[src/rtl/core/sfc_pkg.sv]
`default_nettype none

package sfc_pkg;

  // Packet limits and byte counter sizing.
  localparam int unsigned MAX_PACKET_BYTES = 255;
  localparam int unsigned COUNT_W = 9;
  localparam logic [COUNT_W-1:0] COUNT_SAT = COUNT_W'(256);
  localparam int unsigned NUM_WORDS = 4;

  // Fixed packet constants.
  localparam logic [15:0] HDR_WORD = 16'hA57E;
  localparam logic [15:0] BROADCAST_ADDR = 16'hFFFF;

  // Register reset values.
  localparam logic [15:0] OWN_ADDR_RESET = 16'h0010;
  localparam logic [7:0] TYPE_RESET = 8'h01;

  // Configuration register indexes.
  localparam int unsigned CFG_INDEX_W = 8;
  localparam logic [CFG_INDEX_W-1:0] CFG_OWN_ADDRESS = CFG_INDEX_W'(0);
  localparam logic [CFG_INDEX_W-1:0] CFG_ACCEPTED_TYPE = CFG_INDEX_W'(1);

  // Byte positions within a packet.
  localparam logic [COUNT_W-1:0] POS_HDR_HI = COUNT_W'(0);
  localparam logic [COUNT_W-1:0] POS_HDR_LO = COUNT_W'(1);
  localparam logic [COUNT_W-1:0] POS_LENGTH = COUNT_W'(2);
  localparam logic [COUNT_W-1:0] POS_ADDR_LO = COUNT_W'(3);
  localparam logic [COUNT_W-1:0] POS_ADDR_HI = COUNT_W'(4);
  localparam logic [COUNT_W-1:0] POS_ID_LO = COUNT_W'(5);
  localparam logic [COUNT_W-1:0] POS_ID_HI = COUNT_W'(6);
  localparam logic [COUNT_W-1:0] POS_TYPE = COUNT_W'(7);
  localparam logic [COUNT_W-1:0] POS_TEMP_LO = COUNT_W'(8);
  localparam logic [COUNT_W-1:0] POS_TEMP_HI = COUNT_W'(9);
  localparam logic [COUNT_W-1:0] POS_BATT_LO = COUNT_W'(10);
  localparam logic [COUNT_W-1:0] POS_BATT_HI = COUNT_W'(11);
  localparam logic [COUNT_W-1:0] POS_ADC_LO = COUNT_W'(12);
  localparam logic [COUNT_W-1:0] POS_ADC_HI = COUNT_W'(13);

  // Payload word slots.
  localparam int unsigned WORD_ID = 0;
  localparam int unsigned WORD_TEMP = 1;
  localparam int unsigned WORD_BATT = 2;
  localparam int unsigned WORD_ADC = 3;

  typedef enum logic [2:0] {
    STATUS_OK       = 3'd0,
    STATUS_LENGTH   = 3'd1,
    STATUS_HEADER   = 3'd2,
    STATUS_CHECKSUM = 3'd3,
    STATUS_ADDRESS  = 3'd4,
    STATUS_TYPE     = 3'd5
  } status_t;

  typedef struct packed {
    logic [7:0] data_byte;
    logic       last_byte;
  } in_item_t;

  typedef struct packed {
    status_t            status;
    logic [15:0]        sensor_id;
    logic signed [15:0] temperature;
    logic [15:0]        battery;
    logic [15:0]        adc_value;
  } out_item_t;

  // Packet fields with the current byte overlaid; sum covers only the earlier bytes.
  typedef struct packed {
    logic [COUNT_W-1:0]          count;
    logic [7:0]                  sum;
    logic [7:0]                  length;
    logic [15:0]                 header;
    logic [15:0]                 address;
    logic [7:0]                  pkt_type;
    logic [NUM_WORDS-1:0][15:0]  words;
  } pkt_view_t;

endpackage

`default_nettype wire

[src/rtl/core/sfc_capture.sv]
`default_nettype none

module sfc_capture (
  input  wire logic              clk,
  input  wire logic              rst,
  input  wire logic              take,
  input  wire sfc_pkg::in_item_t item,
  output sfc_pkg::pkt_view_t     view
);
  import sfc_pkg::*;

  logic [COUNT_W-1:0]         byte_count;
  logic [7:0]                 running_sum;
  logic [7:0]                 length_field;
  logic [15:0]                header_bytes;
  logic [15:0]                dest_address;
  logic [7:0]                 type_field;
  logic [NUM_WORDS-1:0][15:0] payload_words;

  // Overlay the incoming byte on the captured fields at its position.
  always_comb begin
    view.count = (byte_count == COUNT_SAT) ? byte_count : byte_count + COUNT_W'(1);
    view.sum = running_sum;
    view.length = length_field;
    view.header = header_bytes;
    view.address = dest_address;
    view.pkt_type = type_field;
    view.words = payload_words;
    case (byte_count)
      POS_HDR_HI:  view.header[15:8] = item.data_byte;
      POS_HDR_LO:  view.header[7:0] = item.data_byte;
      POS_LENGTH:  view.length = item.data_byte;
      POS_ADDR_LO: view.address[7:0] = item.data_byte;
      POS_ADDR_HI: view.address[15:8] = item.data_byte;
      POS_ID_LO:   view.words[WORD_ID][7:0] = item.data_byte;
      POS_ID_HI:   view.words[WORD_ID][15:8] = item.data_byte;
      POS_TYPE:    view.pkt_type = item.data_byte;
      POS_TEMP_LO: view.words[WORD_TEMP][7:0] = item.data_byte;
      POS_TEMP_HI: view.words[WORD_TEMP][15:8] = item.data_byte;
      POS_BATT_LO: view.words[WORD_BATT][7:0] = item.data_byte;
      POS_BATT_HI: view.words[WORD_BATT][15:8] = item.data_byte;
      POS_ADC_LO:  view.words[WORD_ADC][7:0] = item.data_byte;
      POS_ADC_HI:  view.words[WORD_ADC][15:8] = item.data_byte;
      default: ;
    endcase
  end

  // Packet state: updated on every byte, cleared after the final one.
  always_ff @(posedge clk) begin
    if (rst || (take && item.last_byte)) begin
      byte_count <= '0;
      running_sum <= '0;
      length_field <= '0;
      header_bytes <= '0;
      dest_address <= '0;
      type_field <= '0;
      payload_words <= '0;
    end else if (take) begin
      byte_count <= view.count;
      running_sum <= running_sum + item.data_byte;
      length_field <= view.length;
      header_bytes <= view.header;
      dest_address <= view.address;
      type_field <= view.pkt_type;
      payload_words <= view.words;
    end
  end

endmodule

`default_nettype wire
[config.mk]
export PLATFORM = sky130hd
export DESIGN_NAME = sfc_capture
export DESIGN_NICKNAME = d
export VERILOG_FILES = /design/src/rtl/core/sfc_pkg.sv /design/src/rtl/core/sfc_capture.sv
export SDC_FILE = /design/constraint.sdc
export NUM_CORES = 1
export LEC_CHECK = 0
export BUFFER_PORTS_ARGS = -buffer_cell sky130_fd_sc_hd__buf_2
export CAP_MARGIN = 20
export CORE_MARGIN = 2
export CORE_UTILIZATION = 43
export DETAILED_ROUTE_END_ITERATION = 8
export PLACE_DENSITY_LB_ADDON = 0.15
export RECOVER_POWER = 50
export REMOVE_ABC_BUFFERS = 1
export SKIP_LAST_GASP = 1
export SYNTH_ARGS = -nofsm -noshare
export SYNTH_HDL_FRONTEND = slang
export SYNTH_SLANG_ARGS = --single-unit
[constraint.sdc]
create_clock -name clk -period 4.2 [get_ports clk]
set_input_delay 0.84 -clock clk [delete_from_list [all_inputs] [get_ports clk]]
set_output_delay 0.84 -clock clk [all_outputs]
set_load 0.02 [all_outputs]
==> impl_results.md <==
- Status: finished with violations
- Violations in the final reports: capacitance limit, slew limit
- F_max: ~270 MHz
- Largest family of logic cells by synthesized area: multiplexers
- Hold_ws: between 400 and 500 ps
- Tcrit/Tclk final: 87.6%
- Synth Area in XOR/XNOR: between 1.5 and 2%
- DR pass1 iterations: 4
- Share of cells above drive strength 1: a little over a third
- DR iter-0 viols: between 150 and 200
- Row cnt: 46
- Fin. max-slew vios: between 90 and 100
- Placer Congestion: between 0.7 and 0.8
- Total Wirelength: approximately 17 mm
- Post-synthesis compound-gate area fraction: 3.09%
- Slowest-stage cell, CP: or4_4
- Least-Margin Pin Slew: 1750 ps
- CP arrival: between 2000 and 3000 ps
- Crit-path max cell delay: about 570 ps
- Final hold vios: 0
- Area growth from synthesis to layout: 17.5%
- EDFF count, synth: 0
- Post-Synthesis Cell Area: 7000 sq um
- Die Area: ~17000 sq um
- TNS Setup: 0 ps
- Cell variety after synth: between 50 and 60
- CP bufs+invs: 1
- Antenna cell count: 0
- H-tree depth: 4
- P_leak: about 0.0034 uW
- DRC violations left: 0
- Worst setup EP type: output pin
- Post-synthesis adder-cell area fraction: around 2.3%
- Critical Path Start Type: flop
- Seq cells post-synth: around 130
- Initial Util: between 40% and 50%
- Data required time of the worst path: about 3400 ps
- Skew final: between 10 and 15 ps
- Register area share after synthesis: 36.9%
- Hold Buf Count CTS: 0
- Vias in the first global route: 5280
- Ys async rst share: 0%
- Mux cell area share after synthesis: about a third
- Clock buffer depth: 2
- Initial antenna violation count: 0
- Mean number of vias per cell: just over 5
- Peak VDD IR: about 0.24 mV
- Min-Delay Path Class: flop to flop
- Worst-path cell chain: or4_4 > or3_4 > nor2b_4 > mux2_4 > buf_2
- Clock Sink Count: roughly 130
- Grt total ovfl: 0
- Overall power: roughly 3000 uW
- Cells after Synth: between 600 and 700
- Top_reg_cell synth: dfxtp_1
- Vias: approximately 5200
- Post-Syn Area per Cell: 10.1 sq um
- Die width: ~130 microns
- Largest net degree at the start of global routing: between 90 and 100
- Root Buffer: clkbuf_16
- Clock buffer count from CTS: 17
- Chip Height: about 130 microns
- Clk_lat worst skew: 410 ps
- Global-route wire length before repair: approximately 28 mm
- Delay-heaviest family, CP: simple AND/OR/NAND/NOR gates
- Post-route design area: 8230 sq um
- Final setup violation count: 0
- CP Max Fanout: 10
- Hpwl dp: approximately 12 mm
- Pwr dens: approximately 370 nW/um^2
- # nets final: about 830
- Post-CTS sizing: 0
- RSZ-0062 raised after global routing: false
- Area of the core: about 16000 sq um
- Max cap viols: 1
- Yosys warnings: 0
- Synth Area in Simple Gates: roughly 16%
- Fin crit period: between 3000 and 4000 ps
- Avg WL per Cell: ~17 microns
- Crit path kind: flop to output pin
- Post-route ant nets: 0
- Dpl cell area: approximately 7600 sq um
- Total Routing Usage GR: ~20%
- Post-CTS setup buffers: 0
- Max-Slew Margin vs Limit: -17.0%
- CTS tree: built
- Port-buffer cells: 140
- Clk slew on worst S/H paths: 50 ps
- Num ports: 141
## final timing paths
| kind | startpoint | endpoint | slack [ps] | depth (start not counted) |
|---|---|---|---|---|
| worst min register to register | running_sum[7] | running_sum[7] | 470 | 2 |
| worst min-delay path | running_sum[7] | running_sum[7] | 470 | 2 |
| worst max register to register | byte_count[4] | payload_words[47] | 1930 | 5 |
| worst max-delay path | byte_count[4] | view[111] | 520 | 5 |
## report_power, final
group          switching, uW  internal, uW  leakage, uW  total, uW
clock                    526           976     0.000292       1500
combinational            186          92.0      0.00210        278
sequential              11.6          1240      0.00104       1250
total                    724          2310      0.00343       3030
## per-layer routing
layer / vias up / routed length (microns) / GRT usage (%) / part of all wire, %
li1: 2601 / - / - / -
met2: 110 / 8330 / 33.4 / 48
met5: - / 0 / 0 / 0
met1: 2511 / 8310 / 25.7 / 48
met3: 7 / 762 / 4.59 / 4.4
met4: 0 / 88 / 7.19 / 0.50
## tightest hold or removal path, stage by stage (launching register included)
cell	delay, ps
dfxtp_1	320
nand4_1	70
nand2_1	40
## registers in the layout, indices dropped and copies added (netlist names)
register / cells
type_field: 8
length_field: 8
running_sum: 8
byte_count: 9
payload_words: 64
dest_address: 16
header_bytes: 16
## layout make-up
cell class                 count  area (sq um)
inverter                       7          26.3
clock buffer                  22           474
multi-input combinational    505          4040
timing repair buffer         143           704
clock inverter                10           133
sequential                   129          2580
tap                          216           270
fill                        1504          7660
## cells by family (layout without fill, tap and decap cells)
family                   after synthesis  in the layout
multiplexers                         223            223
AND/OR/NAND/NOR                      222            222
flip-flops                           129            129
buffers and inverters                 56            182
AO/OA/AOI/OAI                         34             34
XOR/XNOR                              14             14
adder cells (fa/ha/maj)               12             12
## per-stage QoR
stage	utilization (%)	cells	worst slack, ps
2_1_floorplan	-	641	967
3_3_place_gp	48.1	1000	1040
3_5_place_dp	48.1	1000	969
4_1_cts	51.9	1032	514
5_1_grt	51.8	1032	222
6_report	51.8	1032	521
## synthesized netlist by cell type (3+ instances only)
library cell    n  area (sq um)
nand4_1         6          37.5
clkbuf_8        5          68.8
buf_12          3          60.1
xnor2_1         7          61.3
nand3_1         9          45.0
a21oi_1         9          45.0
buf_4           6          45.0
mux2_4         16           240
buf_2          16          80.1
nor2_8          6           120
mux2_2         90          1010
nor3_1          3          15.0
nor2_1        126           473
inv_1           7          26.3
xor2_1          7          61.3
nor2_2         10          62.6
dfxtp_1       129          2580
mux2i_1       117          1170
ha_1           11           138
nor2b_1         9          56.3
clkbuf_1       13          48.8
nand2_1        32           120
o21ai_0        13          65.1
## cell usage in the layout (no fill, tap or decap), types with 3 or more instances in the layout
master      count
nor2_2         10
nor3_1          3
nand4_1         6
inv_1           7
nand3_1         9
clkbuf_16      17
clkinvlp_4      3
clkinv_2        4
nor2_1        126
clkbuf_8        3
clkbuf_1       13
mux2_4         16
dfxtp_1       129
nor2_8          6
mux2_2         90
a21oi_1         9
buf_2         130
xor2_1          7
nand2_1        32
mux2i_1       117
nor2b_1         9
ha_1           11
xnor2_1         7
bufinv_16       3
o21ai_0        13
No activity file was read; power rests on OpenSTA's default activity.
